[config.mk]
export PLATFORM = sky130hd
export DESIGN_NAME = msdpu_axis
export DESIGN_NICKNAME = d
export VERILOG_FILES = /design/src/hdl/msdpu_pkg.sv /design/src/hdl/msdpu_axis.sv
export SDC_FILE = /design/constraint.sdc
export NUM_CORES = 2
export LEC_CHECK = 0
export BUFFER_PORTS_ARGS = -buffer_cell sky130_fd_sc_hd__buf_2
export CAP_MARGIN = 20
export CORE_MARGIN = 2
export CORE_UTILIZATION = 65
export CTS_CLUSTER_DIAMETER = 150
export DETAILED_ROUTE_END_ITERATION = 6
export PLACE_DENSITY = 0.83
export SETUP_SLACK_MARGIN = 0.02
export SLEW_MARGIN = 20
export SYNTH_ARGS = -nofsm -noshare
export SYNTH_HDL_FRONTEND = slang
export SYNTH_SLANG_ARGS = --single-unit
[constraint.sdc]
create_clock -name clk_i -period 22.1 [get_ports clk_i]
set_clock_uncertainty 0.1 [all_clocks]
set_input_delay 3.315 -clock clk_i [delete_from_list [all_inputs] [get_ports clk_i]]
set_output_delay 3.315 -clock clk_i [all_outputs]
set_load 0.02 [all_outputs]
[src/hdl/msdpu_pkg.sv]
`timescale 1ns / 1ps
// ----------------------------------------------------------------------------
// msdpu_pkg
// Shared types and constants of the periodic-unwrap mean squared
// displacement core.
// ----------------------------------------------------------------------------
package msdpu_pkg;

  localparam int MaxParticles = 4096;
  localparam int PosW         = 32;
  localparam int WrapW        = 16;
  localparam int AccW         = 64;
  localparam int FrameW       = 16;
  localparam int CntCfgW      = 13;
  localparam int CfgDataW     = 32;
  localparam int CfgIdxW      = 2;
  localparam int CalcCycles   = 6;

  localparam logic [PosW-1:0] BoxReset = 32'd655360;

  typedef enum logic [CfgIdxW-1:0] {
    CfgBoxLength     = 2'd0,
    CfgParticleCount = 2'd1,
    CfgFirstFrame    = 2'd2,
    CfgLastFrame     = 2'd3
  } cfg_idx_e;

  typedef struct packed {
    logic [PosW-1:0] pos_x;
    logic [PosW-1:0] pos_y;
  } in_word_t;

  typedef struct packed {
    logic [FrameW-1:0] frame_offset;
    logic [AccW-1:0]   msd_value;
  } out_word_t;

  typedef struct packed {
    logic [PosW-1:0]  ref_x;
    logic [PosW-1:0]  ref_y;
    logic [PosW-1:0]  prev_x;
    logic [PosW-1:0]  prev_y;
    logic [WrapW-1:0] wrap_x;
    logic [WrapW-1:0] wrap_y;
  } mem_word_t;

  typedef struct packed {
    logic busy;
    logic done;
  } div_status_t;

endpackage

[src/hdl/msdpu_axis.sv]
`timescale 1ns / 1ps
// ----------------------------------------------------------------------------
// msdpu_axis
// Five-stage pipeline for one axis: wrap detection, box multiple,
// unwrapped displacement, magnitude with saturation, and square.
// ----------------------------------------------------------------------------
module msdpu_axis (
  input  logic                      clk_i,
  input  logic [msdpu_pkg::PosW-1:0]  box_i,
  input  logic [msdpu_pkg::PosW-1:0]  pos_i,
  input  logic [msdpu_pkg::PosW-1:0]  prev_i,
  input  logic [msdpu_pkg::PosW-1:0]  ref_i,
  input  logic [msdpu_pkg::WrapW-1:0] wrap_i,
  output logic [msdpu_pkg::WrapW-1:0] wrap_o,
  output logic [msdpu_pkg::AccW-1:0]  sq_o
);
  import msdpu_pkg::*;

  localparam int DiffW = PosW + 3;
  localparam int ProdW = PosW + 1 + WrapW;
  localparam int UW    = ProdW + 1;

  logic [DiffW-1:0]       diff;
  logic [DiffW-1:0]       d2;
  logic [DiffW-1:0]       box_ext;
  logic [DiffW-1:0]       box_neg;
  logic [WrapW-1:0]       wrap_d;
  logic [WrapW-1:0]       wrap_q;
  logic signed [ProdW-1:0] prod_d;
  logic signed [ProdW-1:0] prod_q;
  logic signed [UW-1:0]   u_d;
  logic signed [UW-1:0]   u_q;
  logic [UW-1:0]          mag;
  logic                   sat_d;
  logic                   sat_q;
  logic [PosW-1:0]        mag_d;
  logic [PosW-1:0]        mag_q;
  logic [AccW-1:0]        sq_d;
  logic [AccW-1:0]        sq_q;

  always_comb begin
    diff    = {3'b000, pos_i} - {3'b000, prev_i};
    d2      = {diff[DiffW-2:0], 1'b0};
    box_ext = {3'b000, box_i};
    box_neg = -box_ext;
    if ($signed(d2) <= $signed(box_neg)) begin
      wrap_d = wrap_i + WrapW'(1);
    end else if ($signed(d2) >= $signed(box_ext)) begin
      wrap_d = wrap_i - WrapW'(1);
    end else begin
      wrap_d = wrap_i;
    end
  end

  assign prod_d = $signed({1'b0, box_i}) * $signed(wrap_q);
  assign u_d    = UW'(prod_q) + $signed({{(UW-PosW){1'b0}}, pos_i})
                  - $signed({{(UW-PosW){1'b0}}, ref_i});

  always_comb begin
    mag   = u_q[UW-1] ? UW'(-u_q) : UW'(u_q);
    sat_d = |mag[UW-1:PosW];
    mag_d = mag[PosW-1:0];
  end

  assign sq_d = sat_q ? {AccW{1'b1}} : AccW'(mag_q * mag_q);

  always_ff @(posedge clk_i) begin
    wrap_q <= wrap_d;
    prod_q <= prod_d;
    u_q    <= u_d;
    sat_q  <= sat_d;
    mag_q  <= mag_d;
    sq_q   <= sq_d;
  end

  assign wrap_o = wrap_q;
  assign sq_o   = sq_q;

endmodule

==> out/qor.yml <==
status: "finished, final reports clean"
wirelength_um: 161100
yosysSeqAreaShare: 0.07112
path_cells: "buf_2 > nand2_1 > fa_1 > inv_1 > fa_1 > inv_1 > fa_1 > inv_1 > fa_1 > inv_1 > fa_1 > inv_1 > fa_1 > ha_1 > a211oi_1 > nand2_1 > a2111oi_0 > a211oi_1 > a41oi_1 > o21ai_0 > a31o_2 > a2111o_1 > a21oi_1 > xnor2_1"
cts.root.buffer_cell: "sky130_fd_sc_hd__clkbuf_16"
post_route_cell_area_um2: 62750
synth_cell_type_count: 80
worstHoldPathCells: 0
synthTopCellsByArea: "sky130_fd_sc_hd__fa_1 42%, sky130_fd_sc_hd__ha_1 13%, sky130_fd_sc_hd__inv_1 10%, sky130_fd_sc_hd__dfxtp_1 7.1%, sky130_fd_sc_hd__nand2_1 5.0%"
count_of_input_and_output_buffers: 224
finalWorstSetupSlack_ns: 12.38
post-synth-top-count-cell: "sky130_fd_sc_hd__inv_1"
global_route.overflow_total: 0
antenna_violations_before_repair: 3
finalSetupViolCount: 0
first_global_vias: 50110
die-area_um2: 94250
cp.buffers_inverters: 6
grt_usage: 0.3530
tritoncts: "built"
synth.top_cell.area_share: 0.4173
min_period_over_period: 0.4398
timing.setup.critical_path_class: "primary input to register"
dp_worst_setup_slack_ns: 11.75
tritoncts_buffer_count: 29
worst_ep_required_time_ns: 22.55
grt_pass1_wl_um: 259700
cts_setup_buffers: 0
synth-edff-count: 0
critical_path_arrival_ns: 10.17
cp_slowest_stage_delay_ns: 0.55
crit_top_cell: "sky130_fd_sc_hd__fa_1"
die-width_um: 307
ys_warn_count: 0
synth_top_cells_by_count: "1666 x sky130_fd_sc_hd__inv_1, 1244 x sky130_fd_sc_hd__fa_1, 792 x sky130_fd_sc_hd__nand2_1"
synth_seq_cells: 212
clkLatencyLatePin_ns: 0.66
cts_repair_resize_count: 0
cts.hold.buffers_added: 0
worst_path_max_delay_cell: "sky130_fd_sc_hd__fa_1"
grt_start_max_net_pins: 43
crit-reg2reg-launch: "mag_q[14]"
hold_path.class: "register to register"
synth_area_um2: 59680
clk_sink_count: 212
drv.max_cap_violation_count: 0
gpl.final_weighted_congestion: 0.9842
slew_headroom: 0.3098
dr.first_iter.drc_count: 3347
cts_max_path_buffers: 3
worst_path_top_cell_family_by_delay: "adder cells"
h_tree_levels: 1
post_layout_nonfiller_instances: 7977
worstPathMaxFanout: 19
place_area_um2: 61710
netlist_instances: 6713
fin_nets: 8759
wl_per_cell_um: 20.20
layout.filler_cells: 7043
avgViaCountPerCell: 5.821
hold_path_startpoint: "u_q[0]"
starting_density_of_the_core: 0.6530
synth.avg_cell_area_um2: 8.890
dpl.cell_count: 7921
finalHoldViolations: 0
cell_rows: 111
finalSetupTns_ns: 0
synth-async-reset-ratio: 0
detail_route.drc_violations: 0
detailedRoute.firstPassIterationCount: 6
area.growth.synth_to_final_pct: 5.143
finalCriticalPeriod_ns: 9.719
crit-reg2reg-capture: "sq_o[63]"
vert_die_dim_um: 307
hpwlAfterDp_um: 131200
highest_attainable_clock_frequency_mhz: 102.9
clk_pin_slew_worst_paths_ns: 0.06
core_area_um2: 91390
yosys_most_used_dff: "sky130_fd_sc_hd__dfxtp_1"
floorplan.io_pins: 225
yosys.area.top_type: "sky130_fd_sc_hd__fa_1"
mappedNetlistNets: 8706
worstMarginPinSlew_ns: 1.029
start_kind: "primary input"
setup_repair_after_global_routing_missed_its_margin: "false"
vias: 46430
drive_above_1_share: 0.05716
final_antenna_net_count: 0
critPathCaptureType: "register"
regToRegSetupSlack_ns: 12.69
ff2ff_path_depth: 23
hold_path_end: "mag_q[0]"
drv_slew: 0
==> final cells by class <==
| type | instances | area, um2 | area share |
|---|---|---|---|
| Multi-Input combinational cell | 4586 | 48240 | 0.7689 |
| Antenna cell | 3 | 7.507 | 0.0001196 |
| Clock buffer | 31 | 753.2 | 0.01200 |
| Tap cell | 1186 | 1484 | 0.02365 |
| Inverter | 1667 | 6257 | 0.09972 |
| Timing Repair Buffer | 270 | 1466 | 0.02337 |
| Clock inverter | 22 | 277.8 | 0.004427 |
| Sequential cell | 212 | 4255 | 0.06782 |
==> flip-flops by register name (all words and copies together) (netlist names) <==
register / flops
mag_q: 32
prod_q: 49
sat_q: 1
sq_o: 64
u_q: 50
wrap_o: 16
==> per-layer routing <==
layer / up-vias / global-route usage / wire (um)
li1: 20540 / - / -
met1: 22830 / 0.4232 / 57910
met2: 2433 / 0.5931 / 75590
met3: 633 / 0.07684 / 16340
met4: 2 / 0.1967 / 11270
met5: - / 0 / 15
==> worst max path at each step <==
stage,start,endpoint,slack [ns],cells past startpoint
after floorplan,box_i[10],prod_q[47],12.39,25
after global placement,box_i[10],prod_q[47],11.90,24
after detailed placement,box_i[10],prod_q[47],11.75,24
after CTS,box_i[10],prod_q[47],12.41,24
after global routing,box_i[13],prod_q[47],12.01,24
final,box_i[10],prod_q[47],12.38,24
==> cell usage in the layout, fill, tap and decap left out, types with 31 or more instances in the layout <==
cell type / n
sky130_fd_sc_hd__a211oi_1: 36
sky130_fd_sc_hd__xnor2_1: 194
sky130_fd_sc_hd__dfxtp_1: 203
sky130_fd_sc_hd__a31oi_1: 41
sky130_fd_sc_hd__nand2_1: 792
sky130_fd_sc_hd__o21ai_0: 113
sky130_fd_sc_hd__buf_2: 224
sky130_fd_sc_hd__buf_4: 46
sky130_fd_sc_hd__a21o_1: 141
sky130_fd_sc_hd__nor2b_1: 32
sky130_fd_sc_hd__fa_1: 1244
sky130_fd_sc_hd__a21oi_1: 216
sky130_fd_sc_hd__and3_1: 33
sky130_fd_sc_hd__xor2_1: 87
sky130_fd_sc_hd__nor3_1: 53
sky130_fd_sc_hd__nand2b_1: 31
sky130_fd_sc_hd__and2_1: 388
sky130_fd_sc_hd__nor2_1: 165
sky130_fd_sc_hd__nand4_1: 47
sky130_fd_sc_hd__nand3_1: 36
sky130_fd_sc_hd__ha_1: 604
sky130_fd_sc_hd__inv_1: 1666
==> logic make-up (layout without fill, tap and decap cells) <==
family,count (synthesis),after routing,synth area share
buf+inv,1915,1990,0.1205
fa+ha+maj,1848,1848,0.5440
simple gates,1681,1681,0.1367
compound gates,762,762,0.08412
xor+xnor,281,281,0.04124
flops,212,212,0.07112
mux,14,14,0.002390
other cells,0,3,0
==> metrics by stage <==
| step | utilization | hold slack, ns |
|---|---|---|
| 2_1_floorplan | - | 0.2654 |
| 3_3_place_gp | 0.6752 | 0.2904 |
| 3_5_place_dp | 0.6752 | 0.2901 |
| 4_1_cts | 0.6865 | 0.3008 |
| 5_1_grt | 0.6865 | 0.3103 |
| 6_report | 0.6866 | 0.3026 |
Power is left out: the tool's default activity adds up to more than one toggle a clock period on the data nets, which glitch-free logic cannot reach.
