## config.mk

```make
export PLATFORM = sky130hd
export DESIGN_NAME = msdpu_divider
export DESIGN_NICKNAME = d
export VERILOG_FILES = /design/src/hdl/msdpu_pkg.sv /design/src/hdl/msdpu_divider.sv
export SDC_FILE = /design/constraint.sdc
export NUM_CORES = 1
export LEC_CHECK = 0
export BUFFER_PORTS_ARGS = -buffer_cell sky130_fd_sc_hd__buf_2
export CAP_MARGIN = 20
export CORE_MARGIN = 4
export CORE_UTILIZATION = 50
export CTS_CLUSTER_DIAMETER = 80
export DETAILED_ROUTE_END_ITERATION = 10
export PLACE_DENSITY = 0.83
export RECOVER_POWER = 25
export SLEW_MARGIN = 10
export SYNTH_ARGS = -nofsm -noshare
export SYNTH_HDL_FRONTEND = slang
export SYNTH_SLANG_ARGS = --single-unit
```

## constraint.sdc

```tcl
create_clock -name clk_i -period 3.1 [get_ports clk_i]
set_input_delay 0.155 -clock clk_i [delete_from_list [all_inputs] [get_ports clk_i]]
set_output_delay 0.155 -clock clk_i [all_outputs]
set_load 0.05 [all_outputs]
```

## src/hdl/msdpu_pkg.sv

```systemverilog
`timescale 1ns / 1ps
// ----------------------------------------------------------------------------
// msdpu_pkg
// Shared types and constants of the periodic-unwrap mean squared
// displacement core.
// ----------------------------------------------------------------------------
package msdpu_pkg;

  localparam int MaxParticles = 4096;
  localparam int PosW         = 32;
  localparam int WrapW        = 16;
  localparam int AccW         = 64;
  localparam int FrameW       = 16;
  localparam int CntCfgW      = 13;
  localparam int CfgDataW     = 32;
  localparam int CfgIdxW      = 2;
  localparam int CalcCycles   = 6;

  localparam logic [PosW-1:0] BoxReset = 32'd655360;

  typedef enum logic [CfgIdxW-1:0] {
    CfgBoxLength     = 2'd0,
    CfgParticleCount = 2'd1,
    CfgFirstFrame    = 2'd2,
    CfgLastFrame     = 2'd3
  } cfg_idx_e;

  typedef struct packed {
    logic [PosW-1:0] pos_x;
    logic [PosW-1:0] pos_y;
  } in_word_t;

  typedef struct packed {
    logic [FrameW-1:0] frame_offset;
    logic [AccW-1:0]   msd_value;
  } out_word_t;

  typedef struct packed {
    logic [PosW-1:0]  ref_x;
    logic [PosW-1:0]  ref_y;
    logic [PosW-1:0]  prev_x;
    logic [PosW-1:0]  prev_y;
    logic [WrapW-1:0] wrap_x;
    logic [WrapW-1:0] wrap_y;
  } mem_word_t;

  typedef struct packed {
    logic busy;
    logic done;
  } div_status_t;

endpackage

```

## src/hdl/msdpu_divider.sv

```systemverilog
`timescale 1ns / 1ps
// ----------------------------------------------------------------------------
// msdpu_divider
// Restoring unsigned divider that retires one quotient bit per cycle.
// ----------------------------------------------------------------------------
module msdpu_divider #(
  parameter int DividendW = msdpu_pkg::AccW,
  parameter int DivisorW  = 13
) (
  input  logic                  clk_i,
  input  logic                  rst_ni,
  input  logic                  start_i,
  input  logic [DividendW-1:0]  dividend_i,
  input  logic [DivisorW-1:0]   divisor_i,
  output logic [DividendW-1:0]  quotient_o,
  output msdpu_pkg::div_status_t status_o
);
  import msdpu_pkg::*;

  localparam int StepW = (DividendW > 1) ? $clog2(DividendW) : 1;

  logic                 busy_q;
  logic                 done_q;
  logic [StepW-1:0]     step_q;
  logic [DividendW-1:0] quo_q;
  logic [DivisorW-1:0]  rem_q;
  logic [DivisorW-1:0]  div_q;
  logic [DivisorW:0]    rem_sh;
  logic                 ge;
  logic [DivisorW:0]    rem_next;

  always_comb begin
    rem_sh   = {rem_q, quo_q[DividendW-1]};
    ge       = rem_sh >= {1'b0, div_q};
    rem_next = ge ? rem_sh - {1'b0, div_q} : rem_sh;
  end

  always_ff @(posedge clk_i or negedge rst_ni) begin
    if (!rst_ni) begin
      busy_q <= 1'b0;
      done_q <= 1'b0;
      step_q <= '0;
    end else begin
      done_q <= 1'b0;
      if (start_i) begin
        busy_q <= 1'b1;
        step_q <= '0;
      end else if (busy_q) begin
        step_q <= step_q + StepW'(1);
        if (step_q == StepW'(DividendW - 1)) begin
          busy_q <= 1'b0;
          done_q <= 1'b1;
        end
      end
    end
  end

  always_ff @(posedge clk_i) begin
    if (start_i) begin
      quo_q <= dividend_i;
      rem_q <= '0;
      div_q <= divisor_i;
    end else if (busy_q) begin
      quo_q <= {quo_q[DividendW-2:0], ge};
      rem_q <= rem_next[DivisorW-1:0];
    end
  end

  assign quotient_o    = quo_q;
  assign status_o.busy = busy_q;
  assign status_o.done = done_q;

endmodule

```

==> results.cfg, run 1 <==
[outcome]
status = finished clean

[worst_setup_path]
timing.rr.start = quotient_o[63]$_DFFE_PP_
path_class = reg2reg
cp.required_ns = 3.36
worstReg2RegEnd = rem_q[2]$_SDFFE_PP0P_
worstPathArrival_ns = 2.99
crit_path_max_fanout = 10
worstSetupStartpointType = flop
endpoint_kind = flop
rrSetupSlack_ns = 0.37
reg2regPathDepth = 10

[detailed_routing]
routed_wl_um = 10700
routedWlPerCell_um = 16.2
vias_per_cell = 5.31
vias = 3508
first_iter_violations = 208
ant_nets = 0
dr.pass1.iters = 4
post-route-drc-count = 0

[grt]
grt_pass1_wl_um = 17800
antenna_found_initial = 0
grt_pass1_vias = 3646
grt_max_degree = 53
overflow = 0
track_usage = 0.200

[synth]
yosysMostFrequentCell = edfxtp_1
async_flop_share = 0.0816
synth_seq_area_share = 0.579
netlist_area_um2 = 4780
netlist.area_leader.share = 0.483
ys_ff_latch = 98
synth-edff-count = 77
postSynthCellCount = 370
yosys.area.top_type = edfxtp_1
synth_area_leaders = edfxtp_1, mux2_2, dfxtp_1
avgSynthCellArea_um2 = 12.9
synth_commonest_cells = edfxtp_1, mux2_2, nor2_1
synth_nets = 465
synth-main-ff-cell = edfxtp_1
yosysWarningCount = 0
yosysUniqueCellTypes = 50

[layout]
insertedDiodeCount = 0
area_growth_pct = 24.6
seqCellArea_um2 = 2770
multi_input_area_um2 = 1850
fillers = 753
drive_gt1_frac = 0.423
nets = 622

[die]
initial_core_util = 0.515
die-area_um2 = 11200
die-width_um = 106
core_um2 = 9280
io_pins = 146
dieHeight_um = 106
rows = 35

[placement]
io_buffers = 145
routabilityCongestion = 0.836
dp_hpwl_um = 7970

[power]
powerDensity_nw_per_um2 = 670
ir_drop_uv = 383
leakage_nw = 2.51

[timing]
period_share = 0.880
drv_slew = 0
rsz0062_at_grt = false
final.min_clock_period_ns = 2.73
setup_viol = 0
tightest_slew_ns = 1.46
finClkSkew_ns = 0.00897
relSlewSlack = 0.0253
hold_viol_final = 0
max_clock_freq_mhz = 367
whs_ns = 0.0890
fin_tns_setup_ns = 0

[clocking]
cts.sinks = 98
cts_buffers = 9
cts-htree-levels = 3
cts_root_buffer = clkbuf_8
clk_pin_slew_worst_paths_ns = 0.10
clockBufferDepth = 2
post_cts_buffers = 0
clock_latency_ns = 0.36
cts_tree = done

[min_path]
min_to = quotient_o[57]$_DFFE_PP_
hold_path.startpoint = dividend_i[57]
min_path_cells = 2
hold_class = in2reg

[job]
max-cap-violations = 0
## layout by cell type, fill, tap and decap left out, types with 4 or more instances in the layout
cell | Yosys | layout
inv_1 | 19 | 18
nand3_1 | 12 | 12
dlygate4sd3_1 | 0 | 14
a21o_1 | 4 | 4
a31oi_1 | 5 | 5
xor2_1 | 6 | 6
mux2_2 | 63 | 63
clkbuf_1 | 14 | 14
a211oi_1 | 4 | 4
nor2_1 | 26 | 26
o21ai_0 | 17 | 17
nor3b_1 | 5 | 5
dfxtp_1 | 13 | 13
a21oi_1 | 8 | 8
nand2_1 | 11 | 11
nor3_1 | 5 | 5
buf_2 | 2 | 134
ha_1 | 14 | 14
clkbuf_8 | 0 | 9
dfrtp_1 | 8 | 8
edfxtp_1 | 77 | 77
a311oi_1 | 8 | 8
or3_1 | 4 | 4
buf_4 | 3 | 5
## report_power, final
group          total (W)  internal (W)  switching, W
combinational    0.00143      0.000517      0.000909
clock           0.000823      0.000380      0.000443
sequential       0.00175       0.00162      0.000128
total            0.00400       0.00252       0.00148
## flip-flops by register name, indices dropped and copies added (netlist names)
name	cells
step_q	6
busy_q	1
rem_q	13
div_q	13
done_q	1
quotient_o	64
## worst max-delay path by stage
stage                          endpoint                     start  cells past startpoint  slack [ns]
2_1_floorplan     rem_q[2]$_SDFFE_PP0P_  quotient_o[63]$_DFFE_PP_                     10        0.26
3_3_place_gp      rem_q[2]$_SDFFE_PP0P_  quotient_o[63]$_DFFE_PP_                     10        0.47
3_5_place_dp      rem_q[2]$_SDFFE_PP0P_  quotient_o[63]$_DFFE_PP_                     10        0.38
4_1_cts           rem_q[2]$_SDFFE_PP0P_  quotient_o[63]$_DFFE_PP_                     10        0.37
5_1_grt        quotient_o[29]$_DFFE_PP_          busy_q$_DFF_PN0_                      4        0.17
6_report          rem_q[2]$_SDFFE_PP0P_  quotient_o[63]$_DFFE_PP_                     10        0.37
## cell type report
cell class	instances	share of cell area
flip-flops and latches	98	0.465
multi-input cells	233	0.311
repair buffers	166	0.153
well taps	129	0.0271
clock buffers	11	0.0220
inverters	19	0.0120
clock inverters	5	0.0103
## metal layers
metal / share of wire / up-vias / track usage
met5: 0 / - / 0
met4: 0.016 / 0 / 0.0694
met3: 0.086 / 13 / 0.0716
met2: 0.51 / 125 / 0.334
met1: 0.39 / 1658 / 0.238
li1: - / 1712 / -
## per-stage QoR
stage                     std cells  area (um^2)   util  setup slack, ns  total power (W)
after global routing            661         5960  0.642            0.172          0.00424
final                           661         5960  0.642            0.372          0.00400
after global placement          631         5650  0.609            0.468          0.00313
after CTS                       661         5980  0.644            0.371          0.00402
after detailed placement        631         5650  0.609            0.382          0.00318
after floorplan                 370         4780      -            0.257          0.00282
## repair_timing
item | in CTS | in global routing
gates resized for setup | 0 | 0
hold endpoints to repair | 21 | 0
hold buffers | 14 | 0
## worst max-delay path: stages, from the launching register on
cell,delay (ns)
edfxtp_1,0.42
inv_1,0.08
ha_1,0.17
inv_1,0.06
fa_1,0.42
a21oi_2,0.17
nor2_1,0.10
or3_4,0.40
o21a_4,0.26
or3_1,0.34
a31o_1,0.20
## kinds of logic (layout without fill, tap and decap cells)
group,count (synthesis),in the layout,synth area share
simple gates,78,78,0.0816
fa+ha+maj,15,15,0.0408
buf+inv,39,201,0.0335
flops,98,98,0.579
compound gates,66,66,0.0957
xor+xnor,9,9,0.0165
mux,65,65,0.152
No activity file was read; power rests on OpenSTA's default activity.
==> run 2: changes to the inputs <==
- REMOVE_ABC_BUFFERS: unset -> 1
==> run 2 against run 1 <==
  * The run now ends with max-capacitance violations, max-slew violations left
  * Sequential cell count is the same
  * Cell count did not move
  * Combinational power is essentially flat
  * Total power fell by 1.5%
  * Die area unchanged
  * Register-to-register slack worse by 0.03 ns
  * Critical path depth unchanged
  * Worst setup slack lost 0.029 ns
  * Global-route usage rose by 0.37 points
  * Clock power is 9.1% lower
==> results.cfg, run 2 (synthesized netlist as in run 1, its figures left out) <==
[clocking]
clk_pin_slew_worst_paths_ns = 0.10
cts_tree = done
clock_latency_ns = 0.36
clockBufferDepth = 2
cts_buffers = 9
cts.sinks = 98
cts_root_buffer = clkbuf_8
post_cts_buffers = 0
cts-htree-levels = 3

[detailed_routing]
routed_wl_um = 11200
routedWlPerCell_um = 17.0
vias_per_cell = 5.29
ant_nets = 0
dr.pass1.iters = 4
vias = 3499
first_iter_violations = 140
post-route-drc-count = 0

[worst_setup_path]
crit_path_max_fanout = 10
cp.required_ns = 3.32
timing.rr.start = quotient_o[63]$_DFFE_PP_
endpoint_kind = flop
worstPathArrival_ns = 2.98
path_class = reg2reg
startpoint = quotient_o[63]$_DFFE_PP_
worstSetupStartpointType = flop

[layout]
largest_reg_flops = 64
finalCoreUtilization = 0.640
insertedDiodeCount = 0
nets = 622
final_cell_mix = buf_2, edfxtp_1, mux2_2
drive_gt1_frac = 0.432
final_common_cell = buf_2
fillers = 741
final_cells = 661
area_growth_pct = 24.2

[timing]
fin_tns_setup_ns = 0
period_share = 0.889
drv_slew = 77
max_clock_freq_mhz = 363
finClkSkew_ns = 0.00993
worst_slack_ns = 0.343
final.min_clock_period_ns = 2.76
tightest_slew_ns = 1.73
rsz0062_at_grt = false
relSlewSlack = -0.155
setup_viol = 0
hold_viol_final = 0

[power]
powerDensity_nw_per_um2 = 662
finalPower_w = 0.00394
p_int_w = 0.00244
p_sw_w = 0.00150
power_frac_comb = 0.368
p_sw_frac = 0.382
ir_drop_uv = 520
leakage_nw = 2.52
seq_power_share = 0.442
clockPowerShare = 0.190

[die]
initial_core_util = 0.515
dieHeight_um = 106
core_um2 = 9280
die-area_um2 = 11200
die-width_um = 106
rows = 35
io_pins = 146

[grt]
grt_max_degree = 77
grt_pass1_wl_um = 18100
track_usage = 0.203
antenna_found_initial = 0
grt_pass1_vias = 3746
overflow = 0

[job]
max-cap-violations = 1

[min_path]
hold_class = in2reg
hold_path.startpoint = dividend_i[15]

[outcome]
status = finished, violations left
violations = max-capacitance violations, max-slew violations

[placement]
placed_cells = 631
routabilityCongestion = 0.918
dp_hpwl_um = 8170
io_buffers = 145
place_ws_ns = 0.365
==> run 2: changes by cell type in the layout (fill, tap and decap cells not counted) <==
cell / delta
clkbuf_1: -6
clkinv_4: -1
inv_6: +1
bufinv_16: -1
clkinv_2: +1
buf_2: +4
clkinv_1: +1
clkbuf_2: +1
==> run 2: layer usage <==
layer  share of wire  up-vias  global-route usage
met1            0.40     1656               0.240
li1                -     1708                   -
met4          0.0093        0              0.0555
met2            0.51      127               0.349
met3           0.084        8              0.0753
met5               0        -                   0
==> run 2: worst paths after layout <==
kind | to | slack (ns) | cells past startpoint
max reg2reg | rem_q[12]$_SDFFE_PP0P_ | 0.34 | 10
min reg2reg | rem_q[1]$_SDFFE_PP0P_ | 0.52 | 2
max in group asynchronous | step_q[2]$_DFFE_PN0P_ | 2.56 | 2
max | rem_q[12]$_SDFFE_PP0P_ | 0.34 | 10
min | quotient_o[15]$_DFFE_PP_ | 0.09 | 2
min in group asynchronous | step_q[5]$_DFFE_PN0P_ | 0.24 | 2
==> run 2: power by group through the flow <==
stage / Combinational, W / Sequential (W) / Clock [W]
2_1_floorplan: 0.000713 / 0.00208 / 0
3_3_place_gp: 0.00137 / 0.00176 / 0
3_5_place_dp: 0.00142 / 0.00177 / 0
4_1_cts: 0.00144 / 0.00174 / 0.000773
5_1_grt: 0.00157 / 0.00176 / 0.000837
6_report: 0.00145 / 0.00174 / 0.000748
==> run 2: final cells by class <==
| cell class | count | area (um^2) | area share |
|---|---|---|---|
| Timing Repair Buffer | 166 | 920 | 0.155 |
| Tap cell | 129 | 161 | 0.0272 |
| Sequential cell | 98 | 2770 | 0.466 |
| Multi-Input combinational cell | 233 | 1850 | 0.312 |
| Inverter | 19 | 71.3 | 0.0120 |
| Clock buffer | 10 | 128 | 0.0215 |
| Clock inverter | 6 | 40.0 | 0.00674 |
==> run 2: timing repair <==
action | in CTS | in global routing
hold endpoints to repair | 21 | 0
gates resized for setup | 0 | 0
hold buffers | 14 | 0
==> run 2: worst max-delay path: stages (launching register included) <==
cell and delay [ns]:
edfxtp_1 0.42, inv_1 0.08, ha_1 0.17, inv_1 0.06, fa_1 0.42, a21oi_2 0.18, nor2_1 0.10, or3_4 0.40
o21a_4 0.27, o21ai_0 0.36, o21ai_0 0.17
==> run 2: stage by stage <==
| step | area (um^2) | hold WS (ns) |
|---|---|---|
| global placement | 5650 | 0.000672 |
| finish | 5940 | 0.0919 |
| global route | 5940 | 0.0679 |
| detailed placement | 5650 | 0.00483 |
| CTS | 5960 | 0.0716 |
| floorplan | 4700 | -0.141 |
